### config.mk
export PLATFORM = sky130hd
export DESIGN_NAME = oxygen_window_average
export DESIGN_NICKNAME = d
export VERILOG_FILES = /design/src/hw/rtl/owa_pkg.sv /design/src/hw/rtl/owa_datapath.sv /design/src/hw/rtl/owa_ctrl.sv /design/src/hw/rtl/oxygen_window_average.sv
export VERILOG_INCLUDE_DIRS = /design/src /design/src/hw/rtl
export SDC_FILE = /design/constraint.sdc
export NUM_CORES = 2
export LEC_CHECK = 0
export ABC_AREA = 1
export BUFFER_PORTS_ARGS = -buffer_cell sky130_fd_sc_hd__buf_2
export CORE_MARGIN = 2
export CORE_UTILIZATION = 45
export DETAILED_ROUTE_END_ITERATION = 8
export HOLD_SLACK_MARGIN = 0.05
export SYNTH_ARGS = -nofsm -noshare
export SYNTH_HDL_FRONTEND = slang
export SYNTH_HIERARCHICAL = 1
export SYNTH_SLANG_ARGS = --single-unit
### constraint.sdc
create_clock -name clk_i -period 9.6 [get_ports clk_i]
set_input_delay 0.96 -clock clk_i [delete_from_list [all_inputs] [get_ports clk_i]]
set_output_delay 0.96 -clock clk_i [all_outputs]
set_load 0.05 [all_outputs]
### src/hw/rtl/oxygen_window_average_defines.svh
// ---------------------------------------------------------------------------
// oxygen_window_average assertion macros
// Shared concurrent assertion forms, clocked on clk_i, off while in reset.
// ---------------------------------------------------------------------------
`ifndef OXYGEN_WINDOW_AVERAGE_DEFINES_SVH
`define OXYGEN_WINDOW_AVERAGE_DEFINES_SVH

// same-cycle implication
`define OWA_ASSERT_IMPL(lbl, ante, cons) \
  lbl: assert property (@(posedge clk_i) disable iff (!rst_ni) (ante) |-> (cons)) \
    else $error("owa assertion failed");

// next-cycle implication
`define OWA_ASSERT_NEXT(lbl, ante, cons) \
  lbl: assert property (@(posedge clk_i) disable iff (!rst_ni) (ante) |=> (cons)) \
    else $error("owa assertion failed");

`endif

### src/hw/rtl/owa_pkg.sv
// ---------------------------------------------------------------------------
// owa_pkg
// Types, constants and codes shared by the oxygen window average block.
// ---------------------------------------------------------------------------
package owa_pkg;

  localparam int MAX_WINDOW = 100;
  localparam int SLOT_W     = $clog2(MAX_WINDOW);
  localparam int FILL_W     = $clog2(MAX_WINDOW + 1);
  localparam int RAW_W      = 15;
  localparam int GAIN_W     = 16;
  localparam int SAMPLE_W   = 15;
  localparam int SUM_W      = 22;
  localparam int QUOT_W     = 15;
  localparam int CNT_W      = $clog2(QUOT_W);
  localparam int WLEN_W     = 7;
  localparam int CFG_IDX_W  = 1;
  localparam int CFG_DATA_W = 16;

  localparam logic [GAIN_W-1:0] GAIN_RESET = 16'd11414;
  localparam logic [WLEN_W-1:0] WLEN_RESET = 7'd20;

  typedef enum logic [CFG_IDX_W-1:0] {
    REG_GAIN_Q16      = 1'b0,
    REG_WINDOW_LENGTH = 1'b1
  } cfg_reg_e;

  typedef enum logic [2:0] {
    ST_IDLE,
    ST_MUL,
    ST_RD,
    ST_SUB,
    ST_WR,
    ST_DIV,
    ST_DONE
  } owa_state_e;

  typedef struct packed {
    logic [7:0] whole_part;
    logic [7:0] tenths_part;
    logic [7:0] hundredths_part;
  } in_beat_t;

  typedef struct packed {
    logic [14:0] average_centi;
    logic        bad_window;
    logic [6:0]  samples_held;
  } out_beat_t;

  typedef struct packed {
    logic load;
    logic mul;
    logic rd;
    logic sub;
    logic wr;
    logic div_step;
    logic out_load;
  } dp_cmd_t;

  typedef struct packed {
    logic bad;
    logic drop;
    logic drop_more;
    logic div_last;
  } dp_stat_t;

endpackage

### src/hw/rtl/owa_datapath.sv
// ---------------------------------------------------------------------------
// owa_datapath
// Reading scaling, sample ring, running sum and serial mean divider.
// ---------------------------------------------------------------------------
`include "oxygen_window_average_defines.svh"

module owa_datapath import owa_pkg::*; (
  input  logic                clk_i,
  input  logic                rst_ni,
  input  dp_cmd_t             cmd_i,
  output dp_stat_t            stat_o,
  input  in_beat_t            in_data_i,
  input  logic [GAIN_W-1:0]   gain_i,
  input  logic [WLEN_W-1:0]   wlen_i,
  output out_beat_t           out_data_o
);

  logic [SAMPLE_W-1:0] mem_q [MAX_WINDOW];

  logic [FILL_W-1:0]   fill_q, fill_d;
  logic [SLOT_W-1:0]   slot_q, slot_d;
  logic [SUM_W-1:0]    sum_q, sum_d;
  logic [CNT_W-1:0]    cnt_q, cnt_d;
  logic [RAW_W-1:0]    raw_q;
  logic [SAMPLE_W-1:0] sample_q;
  logic [SAMPLE_W-1:0] rdata_q;
  logic [FILL_W-1:0]   rem_q, rem_d;
  logic [QUOT_W-1:0]   dq_q, dq_d;
  out_beat_t           out_q;

  logic [RAW_W-1:0]          raw_d;
  logic [GAIN_W+RAW_W-1:0]   prod;
  logic [SLOT_W:0]           rd_sum;
  logic [SLOT_W-1:0]         rd_addr;
  logic [SUM_W-1:0]          sum_add;
  logic [FILL_W:0]           trial;
  logic                      trial_ge;

  assign raw_d = RAW_W'(in_data_i.whole_part) * RAW_W'(100)
               + RAW_W'(in_data_i.tenths_part) * RAW_W'(10)
               + RAW_W'(in_data_i.hundredths_part);

  assign prod = (GAIN_W+RAW_W)'(gain_i) * (GAIN_W+RAW_W)'(raw_q);

  // oldest sample still in the mean
  assign rd_sum  = (SLOT_W+1)'(slot_q) + (SLOT_W+1)'(MAX_WINDOW) - (SLOT_W+1)'(fill_q);
  assign rd_addr = (rd_sum >= (SLOT_W+1)'(MAX_WINDOW))
                 ? SLOT_W'(rd_sum - (SLOT_W+1)'(MAX_WINDOW))
                 : SLOT_W'(rd_sum);

  assign sum_add = sum_q + SUM_W'(sample_q);

  // restoring divide, one quotient bit per step
  assign trial    = {rem_q, dq_q[QUOT_W-1]};
  assign trial_ge = trial >= (FILL_W+1)'(fill_q);

  always_comb begin
    fill_d = fill_q;
    slot_d = slot_q;
    sum_d  = sum_q;
    cnt_d  = cnt_q;
    rem_d  = rem_q;
    dq_d   = dq_q;
    if (cmd_i.sub) begin
      sum_d  = sum_q - SUM_W'(rdata_q);
      fill_d = fill_q - FILL_W'(1);
    end
    if (cmd_i.wr) begin
      sum_d  = sum_add;
      fill_d = fill_q + FILL_W'(1);
      slot_d = (slot_q == SLOT_W'(MAX_WINDOW - 1)) ? '0 : slot_q + SLOT_W'(1);
      rem_d  = sum_add[SUM_W-1:QUOT_W];
      dq_d   = sum_add[QUOT_W-1:0];
      cnt_d  = CNT_W'(QUOT_W - 1);
    end
    if (cmd_i.div_step) begin
      rem_d = trial_ge ? FILL_W'(trial - (FILL_W+1)'(fill_q)) : trial[FILL_W-1:0];
      dq_d  = {dq_q[QUOT_W-2:0], trial_ge};
      if (cnt_q != '0) begin
        cnt_d = cnt_q - CNT_W'(1);
      end
    end
  end

  always_ff @(posedge clk_i or negedge rst_ni) begin
    if (!rst_ni) begin
      fill_q <= '0;
      slot_q <= '0;
      sum_q  <= '0;
      cnt_q  <= '0;
    end else begin
      fill_q <= fill_d;
      slot_q <= slot_d;
      sum_q  <= sum_d;
      cnt_q  <= cnt_d;
    end
  end

  always_ff @(posedge clk_i) begin
    rem_q <= rem_d;
    dq_q  <= dq_d;
    if (cmd_i.load) begin
      raw_q <= raw_d;
    end
    if (cmd_i.mul) begin
      sample_q <= prod[GAIN_W+RAW_W-1:GAIN_W];
    end
    if (cmd_i.out_load) begin
      out_q.average_centi <= stat_o.bad ? '0 : dq_q;
      out_q.bad_window    <= stat_o.bad;
      out_q.samples_held  <= fill_q;
    end
  end

  // sample ring, one write and one registered read port
  always_ff @(posedge clk_i) begin
    if (cmd_i.wr) begin
      mem_q[slot_q] <= sample_q;
    end
    if (cmd_i.rd) begin
      rdata_q <= mem_q[rd_addr];
    end
  end

  always_comb begin
    stat_o.bad       = (wlen_i == '0) || (wlen_i > WLEN_W'(MAX_WINDOW));
    stat_o.drop      = FILL_W'(fill_q) >= FILL_W'(wlen_i);
    stat_o.drop_more = FILL_W'(fill_q) >  FILL_W'(wlen_i);
    stat_o.div_last  = (cnt_q == '0);
  end

  assign out_data_o = out_q;

  `OWA_ASSERT_IMPL(a_fill_range, 1'b1, fill_q <= FILL_W'(MAX_WINDOW))
  `OWA_ASSERT_IMPL(a_slot_range, 1'b1, slot_q < SLOT_W'(MAX_WINDOW))
  `OWA_ASSERT_IMPL(a_wr_after_drops, cmd_i.wr, fill_q < FILL_W'(wlen_i))
  `OWA_ASSERT_IMPL(a_div_rem_bound, cmd_i.div_step, rem_q < fill_q)
  `OWA_ASSERT_NEXT(a_wr_fill_up, cmd_i.wr, fill_q != '0)

endmodule

### src/hw/rtl/owa_ctrl.sv
// ---------------------------------------------------------------------------
// owa_ctrl
// Sequencer for one reading: scale, drop old samples, insert, divide, hand off.
// ---------------------------------------------------------------------------
module owa_ctrl import owa_pkg::*; (
  input  logic     clk_i,
  input  logic     rst_ni,
  input  logic     in_valid_i,
  output logic     in_stall_o,
  output logic     out_valid_o,
  input  logic     out_stall_i,
  output dp_cmd_t  cmd_o,
  input  dp_stat_t stat_i
);

  owa_state_e state_q, state_d;
  logic       out_valid_q, out_valid_d;
  logic       out_free;

  assign out_free = !out_valid_q || !out_stall_i;

  always_comb begin
    state_d = state_q;
    unique case (state_q)
      ST_IDLE: begin
        if (in_valid_i) state_d = ST_MUL;
      end
      ST_MUL: begin
        priority if (stat_i.bad) state_d = ST_DONE;
        else if (stat_i.drop)    state_d = ST_RD;
        else                     state_d = ST_WR;
      end
      ST_RD: begin
        state_d = ST_SUB;
      end
      ST_SUB: begin
        state_d = stat_i.drop_more ? ST_RD : ST_WR;
      end
      ST_WR: begin
        state_d = ST_DIV;
      end
      ST_DIV: begin
        if (stat_i.div_last) state_d = ST_DONE;
      end
      ST_DONE: begin
        if (out_free) state_d = ST_IDLE;
      end
      default: state_d = ST_IDLE;
    endcase
  end

  always_comb begin
    cmd_o          = '0;
    cmd_o.load     = (state_q == ST_IDLE) && in_valid_i;
    cmd_o.mul      = (state_q == ST_MUL);
    cmd_o.rd       = (state_q == ST_RD);
    cmd_o.sub      = (state_q == ST_SUB);
    cmd_o.wr       = (state_q == ST_WR);
    cmd_o.div_step = (state_q == ST_DIV);
    cmd_o.out_load = (state_q == ST_DONE) && out_free;
    in_stall_o     = (state_q != ST_IDLE);
  end

  always_comb begin
    out_valid_d = out_valid_q;
    priority if (cmd_o.out_load)        out_valid_d = 1'b1;
    else if (out_valid_q && !out_stall_i) out_valid_d = 1'b0;
  end

  always_ff @(posedge clk_i or negedge rst_ni) begin
    if (!rst_ni) begin
      state_q     <= ST_IDLE;
      out_valid_q <= 1'b0;
    end else begin
      state_q     <= state_d;
      out_valid_q <= out_valid_d;
    end
  end

  assign out_valid_o = out_valid_q;

endmodule

### src/hw/rtl/oxygen_window_average.sv
// ---------------------------------------------------------------------------
// oxygen_window_average
// Moving average of calibrated oxygen readings over a programmable window.
// ---------------------------------------------------------------------------
// One reading is taken at a time. A normal reading is scaled by the gain,
// put in the 100-entry sample ring and divided by the fill count in a
// bit-serial restoring divide, one quotient bit at a time; the result is
// handed over once the output register is free, and the next reading is
// accepted the cycle after. Once the window is full, each reading also drops
// the oldest sample through the ring's registered read port, a read state
// and then a subtract state. After the window length is cut, the next
// reading drops every surplus sample the same way. With an illegal window
// length (zero or above 100) the result skips the ring and the divide and
// comes back with the error flag and no state change. The ring needs no
// clearing after reset: only samples written since then are ever read.
module oxygen_window_average import owa_pkg::*; (
  input  logic                  clk_i,
  input  logic                  rst_ni,
  input  logic                  in_valid_i,
  output logic                  in_stall_o,
  input  in_beat_t              in_data_i,
  output logic                  out_valid_o,
  input  logic                  out_stall_i,
  output out_beat_t             out_data_o,
  input  logic                  cfg_we_i,
  input  logic [CFG_IDX_W-1:0]  cfg_idx_i,
  input  logic [CFG_DATA_W-1:0] cfg_data_i
);

  logic [GAIN_W-1:0] gain_q, gain_d;
  logic [WLEN_W-1:0] wlen_q, wlen_d;
  dp_cmd_t           cmd;
  dp_stat_t          stat;

  always_comb begin
    gain_d = gain_q;
    wlen_d = wlen_q;
    if (cfg_we_i) begin
      unique case (cfg_reg_e'(cfg_idx_i))
        REG_GAIN_Q16:      gain_d = cfg_data_i[GAIN_W-1:0];
        REG_WINDOW_LENGTH: wlen_d = cfg_data_i[WLEN_W-1:0];
        default: ;
      endcase
    end
  end

  always_ff @(posedge clk_i or negedge rst_ni) begin
    if (!rst_ni) begin
      gain_q <= GAIN_RESET;
      wlen_q <= WLEN_RESET;
    end else begin
      gain_q <= gain_d;
      wlen_q <= wlen_d;
    end
  end

  owa_ctrl u_ctrl (
    .clk_i       (clk_i),
    .rst_ni      (rst_ni),
    .in_valid_i  (in_valid_i),
    .in_stall_o  (in_stall_o),
    .out_valid_o (out_valid_o),
    .out_stall_i (out_stall_i),
    .cmd_o       (cmd),
    .stat_i      (stat)
  );

  owa_datapath u_datapath (
    .clk_i      (clk_i),
    .rst_ni     (rst_ni),
    .cmd_i      (cmd),
    .stat_o     (stat),
    .in_data_i  (in_data_i),
    .gain_i     (gain_q),
    .wlen_i     (wlen_q),
    .out_data_o (out_data_o)
  );

endmodule
==> results.md <==
- The flow ran to the end, and the final reports show no timing, DRC or antenna violations.
- Setup violations remaining at the end of the flow were counted as 0.
- The worst setup path is launched from a flip-flop.
- A synthesized cell averages 11.41 sq um.
- The final count of hold timing violations is 0.
- At the worst endpoint, the required time is 10.18 ns.
- From left edge to right edge, the die measures 423.3 um.
- The floorplan die area is 179,200 sq um.
- The share of synthesized area occupied by flip-flops and latches is 0.6248.
- Setup repair after global routing left no endpoint under its margin.
- TritonCTS built the clock tree.
- Counting flops with a built-in enable in the synthesized netlist gives 1,590.
- The signed area change from the synthesized netlist to the final layout is 11.07%.
- The synthesis-stage register bit count is 1,657.
- The detailed router finished its first iteration with 6,367 violations.
- The peak-usage layer in the global routing report is met2.
- The detail route stage leaves a number of antenna-violating nets equal to 0.
- For the pin with the worst max-slew slack, the measured transition is 1.260 ns.
- The number of H-tree branching levels is 4.
- The count of input and output buffers is 70.
- The count of filler cells inserted in the layout is 15,257.
- The total global routing overflow is 0.
- For this run, asynchronously set or reset flops after synthesis account for 0.04043.
- The routed via count divided by cell count is 5.728.
- The clock slew at the register clock pins of the worst setup and hold paths is 0.06 ns.
- For met1 alone, demand over resource in global routing was 0.3497.
- The number of setup buffers added after CTS is 0.
- Across all layers, the routed design uses 53,881 vias.
- The region available for standard cell placement spans 174,200 sq um.
- Summed over all layers, the routed wires come to 219,600 um.
- The number of global-route vias before repair is 51,149.
- The cell area after synthesis is 79,120 sq um.
- The count of hold-fix buffers inserted at cts is 0.
- The time the worst path needs with I/O delays and setup is 6.771 ns.
- In the finished design, the share of the clock period the worst path needs comes to 0.7053.
- The library cell used as clock root buffer is sky130_fd_sc_hd__clkbuf_16.
- For this run, the leading register cell type out of synthesis is sky130_fd_sc_hd__edfxtp_1.
- Dividing the detail-routed wire length by the instance count gives 23.35 um.
- The half-perimeter wire length of the detailed placement result is 131,000 um.
- In the final timing run, aggregate negative setup slack is 0 ns.
- For met3 alone, demand over resource in global routing was 0.03987.
- At the end of the flow, the number of nets in the layout was 7,385.
- The die extent in y is 423.3 um.
- Ranked by total cell area, the synthesized netlist is headed by sky130_fd_sc_hd__edfxtp_1 60%, sky130_fd_sc_hd__nand2_1 9.0%, sky130_fd_sc_hd__fa_1 4.9%, sky130_fd_sc_hd__a32o_1 4.6%, sky130_fd_sc_hd__ha_1 3.4%.
- In the final layout, the share of cells above drive strength 1 is 0.08106.
- The longest individual stage delay on the worst path is 0.93 ns.
- Across every metal layer, demand over resource in global routing totals 0.2421.
- The headroom to the max-slew limit is 0.1571.
- The tool flagged a number of max-cap violations equal to 0.
- For this run, design rule violations remaining after detail routing come to 0.
- Once the clock tree was built, the resizer swapped 0 gates to a different size.
- Synthesis handed over a netlist of 6,933 instances.
- At the end of routability-driven placement, the weighted congestion stood at 0.8996.
- The initial antenna violation count is 4.
- The max-slew violation count was 0.
- The diode insertion count for antenna repair is 0.
- The worst hold-check path type is primary input to async pin.
- The total nets after synthesis is 7,388.
- In the global route stage, met2 resource usage came out at 0.3810.
- The setup path with the least slack is of type flip-flop to flip-flop.
- The critical path arrival is 7.35 ns.
- The largest area contributor in the synthesized netlist is sky130_fd_sc_hd__edfxtp_1.
- For this design the top-level I/O count stands at 71.
- Grouping stages by cell kind, the critical path spends the most delay in simple AND/OR/NAND/NOR gates.
- The first global-routing pass estimated 328,400 um of wire.
- Of the post-synthesis cell area, the dominant cell type holds 0.6034.
- The maximum count of clock buffers along a single path is 3.
- STA classifies the critical path endpoint as a flip-flop.
- The worst hold-check slack is 0.2544 ns.
- The clock sink total is 1,657.
- The effective utilization at floorplan is 0.4542.
- The later pin in the worst-skew pair is clocked with a latency of 0.84 ns.
- The number of buffers and inverters on the critical path is 5.
- In this run the worst path has a maximum fanout of 74.
- The floorplan has 153 rows.
- Clock skew on the completed layout was measured at 0.04901 ns.
- The number of warnings issued by yosys is 6.
- For this run, the share of the core covered by cells in the final layout is 0.5045.
- Entering global routing, the biggest net connects 213 pins.
- The TritonCTS buffer count is 174.
- The first detailed-routing pass took 8 iterations.
- Traced cell by cell, the critical path runs through inv_1, ha_1, ha_1, inv_1, fa_1, xnor2_1, inv_1, ha_1, nand3_1, nand2_1, inv_1, a21oi_2, nand2_2, nand3_4, nand2_4, buf_4, nand2_1, nand3_1, nand3_1, nand3_1, nand2_1, nand2_1, nand2_1.
- In this run, distinct cell masters in the synthesized netlist total 53.
- The library cell contributing the largest single delay on the critical path is sky130_fd_sc_hd__buf_4.
- The cell that appears most often on the critical path is sky130_fd_sc_hd__nand2_1.
- The achievable frequency is 147.7 MHz.
==> layer usage <==
metal	up-vias	share of wire
met5	-	0.00034
met4	6	0.023
met3	303	0.083
met2	2118	0.46
met1	27118	0.43
li1	24336	-
==> path summary, 6_finish.rpt <==
kind                                      startpoint               endpoint  slack [ns]  cells after the start
min in group clk_i                       out_stall_i     u_ctrl/out_valid_o        0.36                      3
worst min register to register             wlen_q[4]              wlen_q[4]        0.47                      2
worst min-delay path                          rst_ni    u_datapath/cnt_q[3]        0.25                      1
max in group asynchronous                     rst_ni              gain_q[0]        8.69                      1
worst max-delay path            u_datapath/fill_q[1]  u_datapath/rdata_q[9]        2.83                     23
worst max register to register  u_datapath/fill_q[1]  u_datapath/rdata_q[9]        2.83                     23
==> cell usage in the layout (no fill, tap or decap), types with 9 or more instances in the layout <==
cell type / netlist / final
sky130_fd_sc_hd__buf_4: 20 / 154
sky130_fd_sc_hd__o21ai_0: 119 / 119
sky130_fd_sc_hd__bufinv_16: 0 / 18
sky130_fd_sc_hd__ha_1: 214 / 213
sky130_fd_sc_hd__clkinv_2: 0 / 41
sky130_fd_sc_hd__nand4_1: 18 / 18
sky130_fd_sc_hd__dfrtp_1: 58 / 58
sky130_fd_sc_hd__xor2_1: 58 / 58
sky130_fd_sc_hd__a21oi_1: 472 / 472
sky130_fd_sc_hd__clkinv_1: 4 / 37
sky130_fd_sc_hd__nor2_2: 3 / 15
sky130_fd_sc_hd__nand3_1: 532 / 528
sky130_fd_sc_hd__nand2_2: 29 / 27
sky130_fd_sc_hd__o22ai_1: 23 / 23
sky130_fd_sc_hd__buf_2: 60 / 69
sky130_fd_sc_hd__inv_1: 571 / 570
sky130_fd_sc_hd__edfxtp_1: 1590 / 1590
sky130_fd_sc_hd__fa_1: 195 / 195
sky130_fd_sc_hd__nor2_1: 239 / 227
sky130_fd_sc_hd__xnor2_1: 25 / 25
sky130_fd_sc_hd__a32o_1: 360 / 360
sky130_fd_sc_hd__nand2_1: 1896 / 1896
sky130_fd_sc_hd__nor3_1: 24 / 16
sky130_fd_sc_hd__dfstp_2: 9 / 9
sky130_fd_sc_hd__clkbuf_16: 0 / 175
sky130_fd_sc_hd__clkbuf_1: 292 / 37
==> cells by family (layout without fill, tap and decap cells) <==
family,count (synthesis),count (layout),synth area share
xor+xnor,84,84,0.009393
compound gates,1032,1032,0.09028
fa+ha+maj,409,409,0.08318
flops,1657,1657,0.6248
simple gates,2761,2761,0.1426
mux,1,1,0.0001265
buf+inv,989,1137,0.04969
==> per-stage QoR <==
| stage | cell area [sq um] | setup WS, ns | cells |
|---|---|---|---|
| after floorplan | 79120 | 3.928 | 6933 |
| after global placement | 82100 | 3.035 | 9079 |
| after detailed placement | 82100 | 2.930 | 9079 |
| after CTS | 87890 | 2.845 | 9406 |
| after global routing | 87890 | 2.521 | 9406 |
| final | 87890 | 2.829 | 9406 |
==> Yosys cell counts, drive strengths merged, types with 2 or more instances <==
cell type,n
o211ai,8
a211oi,2
edfxtp,1590
a31oi,7
o221ai,7
nand3b,4
o21bai,6
nand4,18
or2,3
nor3,24
a21oi,473
ha,214
inv,576
nand2,1929
nand3,534
a21o,8
o31ai,4
clkinv,4
xnor2,26
o21a,7
o21ai,124
a32o,360
buf,117
clkbuf,292
xor2,58
o22ai,23
dfrtp,58
nor2,243
fa,195
dfstp,9
nor4,4
==> registers in the layout (all words and copies together) (netlist names) <==
register,cells
u_datapath/mem_q,1500
u_datapath/sample_q,15
u_ctrl/state_q,3
u_datapath/fill_q,7
gain_q,16
u_datapath/cnt_q,4
u_datapath/rdata_q,15
u_datapath/out_data_o,23
u_datapath/rem_q,7
wlen_q,7
u_datapath/dq_q,15
u_datapath/slot_q,7
u_ctrl/out_valid_o,1
u_datapath/sum_q,22
u_datapath/raw_q,15
==> worst register-to-register path, stage by stage (launching register included) <==
cell and delay (ns):
sky130_fd_sc_hd__dfrtp_1 0.48, sky130_fd_sc_hd__inv_1 0.21, sky130_fd_sc_hd__ha_1 0.33, sky130_fd_sc_hd__ha_1 0.18
sky130_fd_sc_hd__inv_1 0.08, sky130_fd_sc_hd__fa_1 0.45, sky130_fd_sc_hd__xnor2_1 0.35, sky130_fd_sc_hd__inv_1 0.21
sky130_fd_sc_hd__ha_1 0.24, sky130_fd_sc_hd__nand3_1 0.08, sky130_fd_sc_hd__nand2_1 0.06, sky130_fd_sc_hd__inv_1 0.07
sky130_fd_sc_hd__a21oi_2 0.06, sky130_fd_sc_hd__nand2_2 0.16, sky130_fd_sc_hd__nand3_4 0.48, sky130_fd_sc_hd__nand2_4 0.93
sky130_fd_sc_hd__buf_4 0.94, sky130_fd_sc_hd__nand2_1 0.29, sky130_fd_sc_hd__nand3_1 0.17, sky130_fd_sc_hd__nand3_1 0.21
sky130_fd_sc_hd__nand3_1 0.30, sky130_fd_sc_hd__nand2_1 0.12, sky130_fd_sc_hd__nand2_1 0.07, sky130_fd_sc_hd__nand2_1 0.05
==> area by class of cell <==
type / instances / area (sq um) / area share
clock inverters: 115 / 1269 / 0.01444
inverters: 580 / 2200 / 0.02503
clock buffers: 212 / 4518 / 0.05141
multi-input cells: 4287 / 25910 / 0.2949
flip-flops and latches: 1657 / 49430 / 0.5625
well taps: 2325 / 2909 / 0.03310
repair buffers: 230 / 1642 / 0.01868
Power is left out: the tool's default activity adds up to more than one toggle a clock period on the data nets, which glitch-free logic cannot reach.
